[src/rtl/dpf_pkg.sv]
// shared constants, state encoding and control/status bundles for the factoriser
`timescale 1ns / 1ps

package dpf_pkg;

    localparam int VALUE_WIDTH_DEF = 32;
    localparam int FACTOR_WIDTH    = 32;

    typedef enum logic [2:0] {
        ST_IDLE,
        ST_CHECK,
        ST_START,
        ST_DIV,
        ST_DECIDE,
        ST_EMIT_PREV,
        ST_FINISH,
        ST_EMIT_REM
    } state_t;

    typedef struct packed {
        logic load;
        logic div_start;
        logic take_quot;
        logic inc_p;
        logic set_pend;
        logic clear_pend;
        logic push_pend;
        logic push_rem;
        logic push_none;
        logic push_last;
    } cmd_t;

    typedef struct packed {
        logic div_done;
        logic p_gt_q;
        logic rem_zero;
        logic n_gt1;
        logic pend_valid;
        logic pend_same;
        logic out_free;
    } status_t;

endpackage

[src/rtl/dpf_in_if.sv]
// input channel: one signed value per beat
`timescale 1ns / 1ps

interface dpf_in_if #(
    parameter int VALUE_WIDTH = dpf_pkg::VALUE_WIDTH_DEF
);
    logic                          valid;
    logic                          ready;
    logic signed [VALUE_WIDTH-1:0] value;

    modport source (output valid, output value, input ready);
    modport sink   (input valid, input value, output ready);
endinterface

[src/rtl/dpf_out_if.sv]
// output channel: one prime factor per beat with last and none-found flags
`timescale 1ns / 1ps

interface dpf_out_if;
    logic                              valid;
    logic                              ready;
    logic [dpf_pkg::FACTOR_WIDTH-1:0]  factor;
    logic                              last;
    logic                              none_found;

    modport source (output valid, output factor, output last, output none_found, input ready);
    modport sink   (input valid, input factor, input last, input none_found, output ready);
endinterface

[src/rtl/dpf_div.sv]
// iterative restoring divider, one quotient bit per cycle
`timescale 1ns / 1ps

module dpf_div #(
    parameter int VALUE_WIDTH = dpf_pkg::VALUE_WIDTH_DEF
) (
    input  logic                   clk,
    input  logic                   rst_n,
    input  logic                   start,
    input  logic [VALUE_WIDTH-1:0] dividend,
    input  logic [VALUE_WIDTH-1:0] divisor,
    output logic                   done,
    output logic [VALUE_WIDTH-1:0] quot,
    output logic [VALUE_WIDTH-1:0] rem
);

    localparam int CW = $clog2(VALUE_WIDTH + 1);

    logic                   busy_reg, busy_next;
    logic                   done_reg, done_next;
    logic [CW-1:0]          cnt_reg, cnt_next;
    logic [VALUE_WIDTH-1:0] quot_reg, quot_next;
    logic [VALUE_WIDTH-1:0] rem_reg, rem_next;
    logic [VALUE_WIDTH-1:0] dsr_reg, dsr_next;
    logic [VALUE_WIDTH:0]   rem_shift;
    logic [VALUE_WIDTH:0]   rem_sub;

    assign rem_shift = {rem_reg, quot_reg[VALUE_WIDTH-1]};
    assign rem_sub   = rem_shift - {1'b0, dsr_reg};

    always_comb
    begin
        busy_next = busy_reg;
        done_next = done_reg;
        cnt_next  = cnt_reg;
        quot_next = quot_reg;
        rem_next  = rem_reg;
        dsr_next  = dsr_reg;
        if (start)
        begin
            busy_next = 1'b1;
            done_next = 1'b0;
            cnt_next  = CW'(VALUE_WIDTH);
            quot_next = dividend;
            rem_next  = '0;
            dsr_next  = divisor;
        end
        else if (busy_reg)
        begin
            // shift next dividend bit into the partial remainder
            if (!rem_sub[VALUE_WIDTH])
            begin
                rem_next  = rem_sub[VALUE_WIDTH-1:0];
                quot_next = {quot_reg[VALUE_WIDTH-2:0], 1'b1};
            end
            else
            begin
                rem_next  = rem_shift[VALUE_WIDTH-1:0];
                quot_next = {quot_reg[VALUE_WIDTH-2:0], 1'b0};
            end
            cnt_next = cnt_reg - CW'(1);
            if (cnt_reg == CW'(1))
            begin
                busy_next = 1'b0;
                done_next = 1'b1;
            end
        end
    end

    always_ff @(posedge clk or negedge rst_n)
    begin
        if (!rst_n)
        begin
            busy_reg <= 1'b0;
            done_reg <= 1'b0;
            cnt_reg  <= '0;
        end
        else
        begin
            busy_reg <= busy_next;
            done_reg <= done_next;
            cnt_reg  <= cnt_next;
        end
    end

    always_ff @(posedge clk)
    begin
        quot_reg <= quot_next;
        rem_reg  <= rem_next;
        dsr_reg  <= dsr_next;
    end

    assign done = done_reg;
    assign quot = quot_reg;
    assign rem  = rem_reg;

endmodule

[src/rtl/dpf_datapath.sv]
// datapath: magnitude, trial divisor, pending factor and output register
`timescale 1ns / 1ps

module dpf_datapath #(
    parameter int VALUE_WIDTH = dpf_pkg::VALUE_WIDTH_DEF
) (
    input  logic                              clk,
    input  logic                              rst_n,
    input  dpf_pkg::cmd_t                     cmd,
    output dpf_pkg::status_t                  status,
    input  logic signed [VALUE_WIDTH-1:0]     value,
    output logic                              out_valid,
    input  logic                              out_ready,
    output logic [dpf_pkg::FACTOR_WIDTH-1:0]  out_factor,
    output logic                              out_last,
    output logic                              out_none_found
);

    localparam int FW = dpf_pkg::FACTOR_WIDTH;

    logic [VALUE_WIDTH-1:0] val_u;
    logic [VALUE_WIDTH-1:0] mag;
    logic [VALUE_WIDTH-1:0] n_reg, n_next;
    logic [VALUE_WIDTH-1:0] p_reg, p_next;
    logic [VALUE_WIDTH-1:0] pend_reg, pend_next;
    logic                   pend_valid_reg, pend_valid_next;
    logic                   out_valid_reg, out_valid_next;
    logic [FW-1:0]          out_factor_reg, out_factor_next;
    logic                   out_last_reg, out_last_next;
    logic                   out_none_reg, out_none_next;
    logic                   div_done;
    logic [VALUE_WIDTH-1:0] quot;
    logic [VALUE_WIDTH-1:0] rem;
    logic                   out_free;

    assign val_u = value;
    // two's complement magnitude; the most negative value maps to 2^(w-1)
    assign mag   = val_u[VALUE_WIDTH-1] ? (~val_u + VALUE_WIDTH'(1)) : val_u;

    dpf_div #(
        .VALUE_WIDTH(VALUE_WIDTH)
    ) u_div (
        .clk     (clk),
        .rst_n   (rst_n),
        .start   (cmd.div_start),
        .dividend(n_reg),
        .divisor (p_reg),
        .done    (div_done),
        .quot    (quot),
        .rem     (rem)
    );

    assign out_free = !out_valid_reg || out_ready;

    always_comb
    begin
        n_next          = n_reg;
        p_next          = p_reg;
        pend_next       = pend_reg;
        pend_valid_next = pend_valid_reg;
        if (cmd.load)
        begin
            n_next          = mag;
            p_next          = VALUE_WIDTH'(2);
            pend_valid_next = 1'b0;
        end
        if (cmd.take_quot)
            n_next = quot;
        if (cmd.inc_p)
            p_next = p_reg + VALUE_WIDTH'(1);
        if (cmd.set_pend)
        begin
            pend_next       = p_reg;
            pend_valid_next = 1'b1;
        end
        if (cmd.clear_pend)
            pend_valid_next = 1'b0;
    end

    always_comb
    begin
        out_valid_next  = out_valid_reg;
        out_factor_next = out_factor_reg;
        out_last_next   = out_last_reg;
        out_none_next   = out_none_reg;
        if (out_valid_reg && out_ready)
            out_valid_next = 1'b0;
        if (cmd.push_pend || cmd.push_rem || cmd.push_none)
        begin
            out_valid_next = 1'b1;
            out_last_next  = cmd.push_last;
            out_none_next  = cmd.push_none;
            if (cmd.push_none)
                out_factor_next = '0;
            else if (cmd.push_rem)
                out_factor_next = FW'(n_reg);
            else
                out_factor_next = FW'(pend_reg);
        end
    end

    always_ff @(posedge clk or negedge rst_n)
    begin
        if (!rst_n)
        begin
            pend_valid_reg <= 1'b0;
            out_valid_reg  <= 1'b0;
        end
        else
        begin
            pend_valid_reg <= pend_valid_next;
            out_valid_reg  <= out_valid_next;
        end
    end

    always_ff @(posedge clk)
    begin
        n_reg          <= n_next;
        p_reg          <= p_next;
        pend_reg       <= pend_next;
        out_factor_reg <= out_factor_next;
        out_last_reg   <= out_last_next;
        out_none_reg   <= out_none_next;
    end

    assign status.div_done   = div_done;
    assign status.p_gt_q     = p_reg > quot;
    assign status.rem_zero   = rem == '0;
    assign status.n_gt1      = n_reg > VALUE_WIDTH'(1);
    assign status.pend_valid = pend_valid_reg;
    // divisor already held as the pending factor, so keep dividing it out
    assign status.pend_same  = pend_valid_reg && (pend_reg == p_reg);
    assign status.out_free   = out_free;

    assign out_valid      = out_valid_reg;
    assign out_factor     = out_factor_reg;
    assign out_last       = out_last_reg;
    assign out_none_found = out_none_reg;

endmodule

[src/rtl/dpf_ctrl.sv]
// controller: sequences trial divisions and result beats
`timescale 1ns / 1ps

module dpf_ctrl (
    input  logic             clk,
    input  logic             rst_n,
    input  logic             in_valid,
    output logic             in_ready,
    input  dpf_pkg::status_t status,
    output dpf_pkg::cmd_t    cmd
);

    dpf_pkg::state_t state_reg, state_next;

    always_comb
    begin
        state_next = state_reg;
        unique case (state_reg)
            dpf_pkg::ST_IDLE:
                if (in_valid)
                    state_next = dpf_pkg::ST_CHECK;
            dpf_pkg::ST_CHECK:
                if (status.n_gt1)
                    state_next = dpf_pkg::ST_DIV;
                else if (status.out_free)
                    state_next = dpf_pkg::ST_IDLE;
            dpf_pkg::ST_START:
                state_next = dpf_pkg::ST_DIV;
            dpf_pkg::ST_DIV:
                if (status.div_done)
                    state_next = dpf_pkg::ST_DECIDE;
            dpf_pkg::ST_DECIDE:
                if (status.pend_same)
                    state_next = dpf_pkg::ST_START;
                else if (status.p_gt_q)
                    state_next = dpf_pkg::ST_FINISH;
                else if (status.rem_zero && status.pend_valid)
                    state_next = dpf_pkg::ST_EMIT_PREV;
                else
                    state_next = dpf_pkg::ST_START;
            dpf_pkg::ST_EMIT_PREV:
                if (status.out_free)
                    state_next = dpf_pkg::ST_START;
            dpf_pkg::ST_FINISH:
                if (status.n_gt1)
                begin
                    if (!status.pend_valid || status.out_free)
                        state_next = dpf_pkg::ST_EMIT_REM;
                end
                else if (status.out_free)
                    state_next = dpf_pkg::ST_IDLE;
            dpf_pkg::ST_EMIT_REM:
                if (status.out_free)
                    state_next = dpf_pkg::ST_IDLE;
            default:
                state_next = dpf_pkg::ST_IDLE;
        endcase
    end

    always_comb
    begin
        cmd      = '0;
        in_ready = 1'b0;
        unique case (state_reg)
            dpf_pkg::ST_IDLE:
            begin
                in_ready = 1'b1;
                cmd.load = in_valid;
            end
            dpf_pkg::ST_CHECK:
                if (status.n_gt1)
                    cmd.div_start = 1'b1;
                else if (status.out_free)
                begin
                    cmd.push_none = 1'b1;
                    cmd.push_last = 1'b1;
                end
            dpf_pkg::ST_START:
                cmd.div_start = 1'b1;
            dpf_pkg::ST_DIV:
                cmd = '0;
            dpf_pkg::ST_DECIDE:
                if (status.pend_same)
                begin
                    cmd.take_quot = status.rem_zero;
                    cmd.inc_p     = !status.rem_zero;
                end
                else if (!status.p_gt_q)
                begin
                    if (!status.rem_zero)
                        cmd.inc_p = 1'b1;
                    else if (!status.pend_valid)
                    begin
                        cmd.set_pend  = 1'b1;
                        cmd.take_quot = 1'b1;
                    end
                end
            dpf_pkg::ST_EMIT_PREV:
                if (status.out_free)
                begin
                    // older factor leaves as the new one takes its place
                    cmd.push_pend = 1'b1;
                    cmd.set_pend  = 1'b1;
                    cmd.take_quot = 1'b1;
                end
            dpf_pkg::ST_FINISH:
                if (status.out_free && status.pend_valid)
                begin
                    cmd.push_pend  = 1'b1;
                    cmd.push_last  = !status.n_gt1;
                    cmd.clear_pend = 1'b1;
                end
            dpf_pkg::ST_EMIT_REM:
                if (status.out_free)
                begin
                    cmd.push_rem  = 1'b1;
                    cmd.push_last = 1'b1;
                end
            default:
                cmd = '0;
        endcase
    end

    always_ff @(posedge clk or negedge rst_n)
    begin
        if (!rst_n)
            state_reg <= dpf_pkg::ST_IDLE;
        else
            state_reg <= state_next;
    end

endmodule

[src/rtl/distinct_prime_factors_top.sv]
// distinct prime factors by trial division: one value in, one or more factor beats out
// one value is worked on at a time; each trial divisor runs on the single bit-serial
// divider, and each division that succeeds is repeated with the same divisor
// worst case for 32 bits is about 46341 trials; 0, 1 and -1 give their single
// none-found beat from the check state once the output register is free
// reset clears the controller and the output register; no memory needs clearing
`timescale 1ns / 1ps

module distinct_prime_factors_top #(
    parameter int VALUE_WIDTH = dpf_pkg::VALUE_WIDTH_DEF
) (
    input logic       clk,
    input logic       rst_n,
    dpf_in_if.sink    in_ch,
    dpf_out_if.source out_ch
);

    dpf_pkg::cmd_t    cmd;
    dpf_pkg::status_t status;

    dpf_ctrl u_ctrl (
        .clk     (clk),
        .rst_n   (rst_n),
        .in_valid(in_ch.valid),
        .in_ready(in_ch.ready),
        .status  (status),
        .cmd     (cmd)
    );

    dpf_datapath #(
        .VALUE_WIDTH(VALUE_WIDTH)
    ) u_datapath (
        .clk           (clk),
        .rst_n         (rst_n),
        .cmd           (cmd),
        .status        (status),
        .value         (in_ch.value),
        .out_valid     (out_ch.valid),
        .out_ready     (out_ch.ready),
        .out_factor    (out_ch.factor),
        .out_last      (out_ch.last),
        .out_none_found(out_ch.none_found)
    );

endmodule
[src/flat_wrapper.sv]
// flat-port wrapper written by rule: the top's interface ports become plain ports
module distinct_prime_factors_top_flat 
#(
    parameter int VALUE_WIDTH = dpf_pkg::VALUE_WIDTH_DEF
)
  (clk, rst_n, in_ch_valid, in_ch_value, in_ch_ready, out_ch_valid, out_ch_factor, out_ch_last, out_ch_none_found, out_ch_ready);
  dpf_in_if #(.VALUE_WIDTH(VALUE_WIDTH)) in_ch_i ();
  dpf_out_if out_ch_i ();
  input logic clk;
  input logic rst_n;
  input wire logic [$bits(in_ch_i.valid)-1:0] in_ch_valid;
  input wire logic [$bits(in_ch_i.value)-1:0] in_ch_value;
  output wire logic [$bits(in_ch_i.ready)-1:0] in_ch_ready;
  output wire logic [$bits(out_ch_i.valid)-1:0] out_ch_valid;
  output wire logic [$bits(out_ch_i.factor)-1:0] out_ch_factor;
  output wire logic [$bits(out_ch_i.last)-1:0] out_ch_last;
  output wire logic [$bits(out_ch_i.none_found)-1:0] out_ch_none_found;
  input wire logic [$bits(out_ch_i.ready)-1:0] out_ch_ready;
  assign in_ch_i.valid = in_ch_valid;
  assign in_ch_i.value = in_ch_value;
  assign in_ch_ready = in_ch_i.ready;
  assign out_ch_valid = out_ch_i.valid;
  assign out_ch_factor = out_ch_i.factor;
  assign out_ch_last = out_ch_i.last;
  assign out_ch_none_found = out_ch_i.none_found;
  assign out_ch_i.ready = out_ch_ready;
  distinct_prime_factors_top #(.VALUE_WIDTH(VALUE_WIDTH)) u_core (.clk(clk), .rst_n(rst_n), .in_ch(in_ch_i), .out_ch(out_ch_i));
endmodule
[config.mk]
export PLATFORM = sky130hd
export DESIGN_NAME = distinct_prime_factors_top_flat
export DESIGN_NICKNAME = d
export VERILOG_FILES = /design/src/rtl/dpf_pkg.sv /design/src/rtl/dpf_in_if.sv /design/src/rtl/dpf_out_if.sv /design/src/rtl/dpf_div.sv /design/src/rtl/dpf_datapath.sv /design/src/rtl/dpf_ctrl.sv /design/src/rtl/distinct_prime_factors_top.sv /design/src/flat_wrapper.sv
export SDC_FILE = /design/constraint.sdc
export NUM_CORES = 1
export LEC_CHECK = 0
export ABC_AREA = 0
export BUFFER_PORTS_ARGS = -buffer_cell sky130_fd_sc_hd__buf_4
export CORE_ASPECT_RATIO = 0.8
export CORE_MARGIN = 4
export CORE_UTILIZATION = 55
export DETAILED_ROUTE_END_ITERATION = 10
export GPL_ROUTABILITY_DRIVEN = 0
export HOLD_SLACK_MARGIN = 0.03
export PLACE_DENSITY = 0.73
export SLEW_MARGIN = 40
export SYNTH_ARGS = -nofsm -noshare
export SYNTH_HDL_FRONTEND = slang
export SYNTH_SLANG_ARGS = --single-unit
[constraint.sdc]
create_clock -name clk -period 7 [get_ports clk]
set_input_delay 0.35 -clock clk [delete_from_list [all_inputs] [get_ports clk]]
set_output_delay 0.35 -clock clk [all_outputs]
set_load 0.05 [all_outputs]
# == Word level (Yosys, flattened, before mapping) ==
# Cells that the tools add are included.
# W data, S select, Z words.
# totals
in_bits,36
output_inout_bits,36
ff_bits,239
wordCells,114
# op_classes
muxes,57
n_eq_ne,13
n_bitwise,1
order_cmp,2
reduce_logical,22
add_sub_neg,4
# ops
cell,count
$mux W32,9
$add A32 B1 Y32 const B,2
$mux W3,11
$sub A33 B32 Y33,1
$eq A32 B32 Y1,1
$gt A32 B1 Y1 const B,1
$gt A32 B32 Y1,1
$logic_not A32 Y1,1
$not A32 Y32,1
$mux W1,25
$pmux W3 S8,1
$eq A3 B3 Y1 const B,4
$mux W6,2
$reduce_bool A2 Y1,5
$mux W2,4
$pmux W1 S2,4
$eq A3 B2 Y1 const B,2
$eq A6 B1 Y1 const B,1
$ne A2 B2 Y1 const B,3
$sub A6 B1 Y6 const B,1
$logic_and A1 B1 Y1,4
$logic_not A1 Y1,4
$logic_or A1 B1 Y1,4
$reduce_and A4 Y1,1
6 further kinds,6

# == Depth between registers and ports, before layout ==
# depth
ltp_word,8
ltp_mapped,14
depth_no_buf,12

# == Modules after synthesis ==
# From an unflattened synthesis, not the netlist that was laid out.
# hier_totals
cells_unflattened,1327
hier_area_um2,14164.8
# modules_own_cells
mod,seq_area_each_um2,instances,cells_per_inst,area_each_um2
dpf_datapath,3953.8,1,680,7664.9
dpf_div,2762.6,1,582,6054.6
dpf_ctrl,75.1,1,65,445.4

# == Worst setup path before layout ==
# OpenSTA, ideal clock, no wires.
# synth_path
kind,flip-flop to flip-flop
from,reg u_core.u_datapath.p_reg[27]
to,"reg u_core.u_datapath.n_reg[0], enable pin"
path_buffers,0
slack_ns,2.232
synth_period_minus_slack_ns,4.768
required_ns,6.534
path_stages_with_launch,9
arrival_time_ns,4.302
setup_time_ns,0.466
cell_sequence,edfxtp_1 > xnor2_1 > nand2_1 > or3b_2 > or4_1 > and2_1 > nor2_1 > nor2_1 > o21ai_0
# synth_between
elab_chain_len,5
elab_cells_between_ends,7
cone_classes,order compare: 1; eq/ne: 1; mux: 3; reduce/logical: 2
# synth_rtl
element,line,text
from (decl),dpf_datapath.sv:24,"logic [VALUE_WIDTH-1:0] p_reg, p_next;"
from (signal assigned),dpf_datapath.sv:119,p_reg <= p_next;
$gt A32 B32 Y1 / $eq A32 B32 Y1 (equally long branches),"dpf_datapath.sv:127, dpf_datapath.sv:132",
$mux W3 / $logic_and A1 B1 Y1 (equally long branches),"dpf_ctrl.sv:88, dpf_datapath.sv:132",
$mux W2 (*),dpf_ctrl.sv:83,if (status.pend_same)
$pmux W1 S2 (*),dpf_ctrl.sv:64,unique case (state_reg)
$reduce_bool A2 Y1 (no source line) (*),--,
to (signal assigned),dpf_datapath.sv:118,n_reg <= n_next;
to (decl),dpf_datapath.sv:23,"logic [VALUE_WIDTH-1:0] n_reg, n_next;"
# Mark *: on every way between the ends. The rest lies on a longest branch, timed or not.
# A chain may end at the register's enable or synchronous reset.

# == Final worst setup path ==
# layout_path
from,reg u_core.u_datapath.p_reg[27]
to,"reg u_core.u_datapath.p_reg[5], enable pin"
# layout_between
elab_chain_len,5
elab_cells_between_ends,7
cone_classes,order compare: 1; eq/ne: 1; mux: 3; reduce/logical: 2
# layout_rtl
element,line
$gt A32 B32 Y1 / $eq A32 B32 Y1 (equally long branches),"dpf_datapath.sv:127, dpf_datapath.sv:132"
$mux W3 / $logic_and A1 B1 Y1 (equally long branches),"dpf_ctrl.sv:88, dpf_datapath.sv:132"
$mux W2 (*),dpf_ctrl.sv:83
$mux W1 (*),dpf_ctrl.sv:64
$reduce_bool A2 Y1 (no source line) (*),--
# Marks and branches as above.

==> flow_summary.ini <==
[sta]
slew_headroom = 0.383
fin_crit_sh = 0.625
skew_ns = 0.0121
fmax_mhz = 229
tightest_slew_ns = 0.917
fin_tns_setup_ns = 0
setup_viol = 0
rsz0062_at_grt = false
hold_viol = 0
maxSlewViolCount = 0
hold-worst-slack_ns = 0.197
fin_crit_ns = 4.37

[global_routing]
antenna_found_initial = 0
grt_pass1_vias = 9866
grt_max_degree = 78
grt.overflow.total = 0
grt_usage = 0.235
grt_pass1_wl_um = 52400

[pwr]
p_per_area_nw_per_um2 = 410
p_leak_nw = 6.00
ir_worst_vdd_mv = 0.245

[placement]
dpl.hpwl_um = 23800
io_buffers = 71
placedCellCount = 1704
place_area_sq_um = 14600

[worst_setup_path]
critPathCaptureType = flip-flop
ff2ff_setup_slack_ns = 2.63
arrival_ns = 4.56
critical_path_class = reg -> reg
cp-start-kind = flip-flop
crit_fanout = 33
required_ns = 7.19

[clock_tree]
numCtsBuffers = 25
cts_hold_buf = 1
cts_tree = built
htreeDepth = 1
clockBufferDepth = 3
cts_resized = 0
root_buffer = clkbuf_16
path_clk_slew_ns = 0.06
clk_latency_ns = 0.52
clock-sinks = 239
post_cts_buffers = 0

[synthesis]
ys.flop_type = edfxtp_1
ys_ff_latch = 239
netlist_area_sq_um = 13700
yosysUniqueCellTypes = 73
synthArstFlopShare = 0.0544
synth_edf_count = 194
synth.avg_cell_area_sq_um = 10.2
ys_seq_area_frac = 0.494
syn_nets = 1455
yosysWarnings = 0
syn_inst = 1350

[routing]
viasPerCell = 6.00
wl_per_cell_um = 18.8
drc = 0
drt_wl_total_um = 32900
drtIter0Drc = 998
first_pass_iters = 5
drt.antenna.violating_nets = 0
dr_total_vias = 10498

[finish]
drive_gt1_frac = 0.104
nets = 1519
postLayoutCellArea_sq_um = 15400
n_fill_cell = 1992
layout_common_cells = edfxtp_1, nand2_1, a21oi_1
diodes = 0
final_cells = 1750
syn_to_final_growth_pct = 11.8
layout_commonest_cell = edfxtp_1

[die]
ios = 72
dieHeight_um = 149
core-area_sq_um = 24400
die_area_sq_um = 27600
die_w_um = 185
start_util = 0.562
num_rows = 51

[hold_path]
hp-class = in -> reg

[flow_run]
cap_violations = 0

[run_status]
status = finished clean
==> cell type report <==
type | count | area, sq um | area share
Clock buffer | 30 | 644 | 0.0419
Multi-Input combinational cell | 974 | 6420 | 0.418
Inverter | 86 | 323 | 0.0210
Timing Repair Buffer | 88 | 678 | 0.0441
Tap cell | 318 | 398 | 0.0259
Sequential cell | 239 | 6790 | 0.442
Clock inverter | 15 | 103 | 0.00668
==> cell usage after synthesis, drive strengths merged (3+ instances only) <==
master | number | area [sq um]
nor3 | 23 | 115
nand2b | 11 | 68.8
a2111oi | 5 | 76.3
and2 | 4 | 25.0
o21a | 9 | 67.6
a211oi | 8 | 72.6
or3 | 12 | 75.1
xor2 | 84 | 736
nand3b | 9 | 67.6
o211ai | 3 | 22.5
mux2 | 6 | 67.6
mux2i | 51 | 510
o21ai | 92 | 460
a31o | 4 | 35.0
nor4 | 31 | 194
a21o | 19 | 143
nand2 | 173 | 649
ha | 68 | 851
clkbuf | 42 | 158
and3 | 8 | 50.1
dfxtp | 32 | 641
buf | 9 | 90.1
o31ai | 15 | 113
a21boi | 3 | 22.5
nor2 | 81 | 307
or2 | 4 | 25.0
and4 | 3 | 26.3
o41ai | 4 | 42.6
a31oi | 9 | 56.3
a21oi | 102 | 510
inv | 86 | 323
nor2b | 9 | 56.3
o21bai | 5 | 37.5
nor3b | 3 | 22.5
o311ai | 3 | 26.3
nand3 | 21 | 105
dfrtp | 13 | 325
edfxtp | 194 | 5830
nand4 | 25 | 156
xnor2 | 36 | 315
or4 | 8 | 60.1
==> path summary, 6_finish.rpt <==
path                                                                  from                                      endpoint  cells after the start
worst max-delay path             u_core.u_datapath.p_reg[27]$_SDFFCE_PN0P_      u_core.u_datapath.p_reg[5]$_SDFFCE_PN0P_                     10
worst min-delay path                                        in_ch_value[0]          u_core.u_datapath.n_reg[0]$_DFFE_PP_                      2
worst max register to register   u_core.u_datapath.p_reg[27]$_SDFFCE_PN0P_      u_core.u_datapath.p_reg[5]$_SDFFCE_PN0P_                     10
worst min register to register  u_core.u_datapath.u_div.busy_reg$_DFF_PN0_    u_core.u_datapath.u_div.busy_reg$_DFF_PN0_                      2
max in group asynchronous                                            rst_n    u_core.u_datapath.u_div.busy_reg$_DFF_PN0_                      2
min in group asynchronous                                            rst_n  u_core.u_datapath.pend_valid_reg$_DFFE_PN0P_                      2
==> kinds of logic (layout without fill, tap and decap cells) <==
kind of cell / Yosys count / in the layout / share of synthesized area
and+or+nand+nor: 432 / 432 / 0.150
buffers and inverters: 137 / 219 / 0.0415
DFF: 239 / 239 / 0.494
AOI/OAI and AO/OA: 296 / 296 / 0.132
adders and majority gates: 69 / 69 / 0.0634
muxes: 57 / 57 / 0.0421
xor gates and xnor gates: 120 / 120 / 0.0765
==> metal layers <==
layer / global-route usage / share of wire / vias to the layer above
li1: - / - / 5020
met1: 0.356 / 0.46 / 5074
met5: 0 / 0 / -
met4: 0.0448 / 0.016 / 0
met2: 0.369 / 0.46 / 361
met3: 0.0319 / 0.069 / 43
==> through the flow <==
stage	power [mW]	worst slack, ns	utilization
2_1_floorplan	4.41	2.23	-
3_5_place_dp	5.03	2.77	0.598
6_report	6.29	2.63	0.629
3_3_place_gp	4.93	2.82	0.596
4_1_cts	6.29	2.71	0.629
5_1_grt	6.74	2.43	0.629
==> report_power, final <==
part | leakage [nW] | internal, mW | switching [mW]
clock | 0.364 | 0.692 | 0.545
sequential | 2.26 | 2.00 | 0.244
combinational | 3.38 | 1.11 | 1.70
total | 6.00 | 3.80 | 2.49
==> critical path, cell delays in order (launching register included) <==
cell,delay [ns]
edfxtp_1,0.54
ha_1,0.39
nand2_1,0.07
nor4_1,0.50
nand4_1,0.34
nor4_1,0.85
a21o_1,0.27
o21ai_2,0.09
buf_4,0.24
nand2_1,0.34
buf_4,0.40
Note: power is estimated with default switching activity, not from simulation.
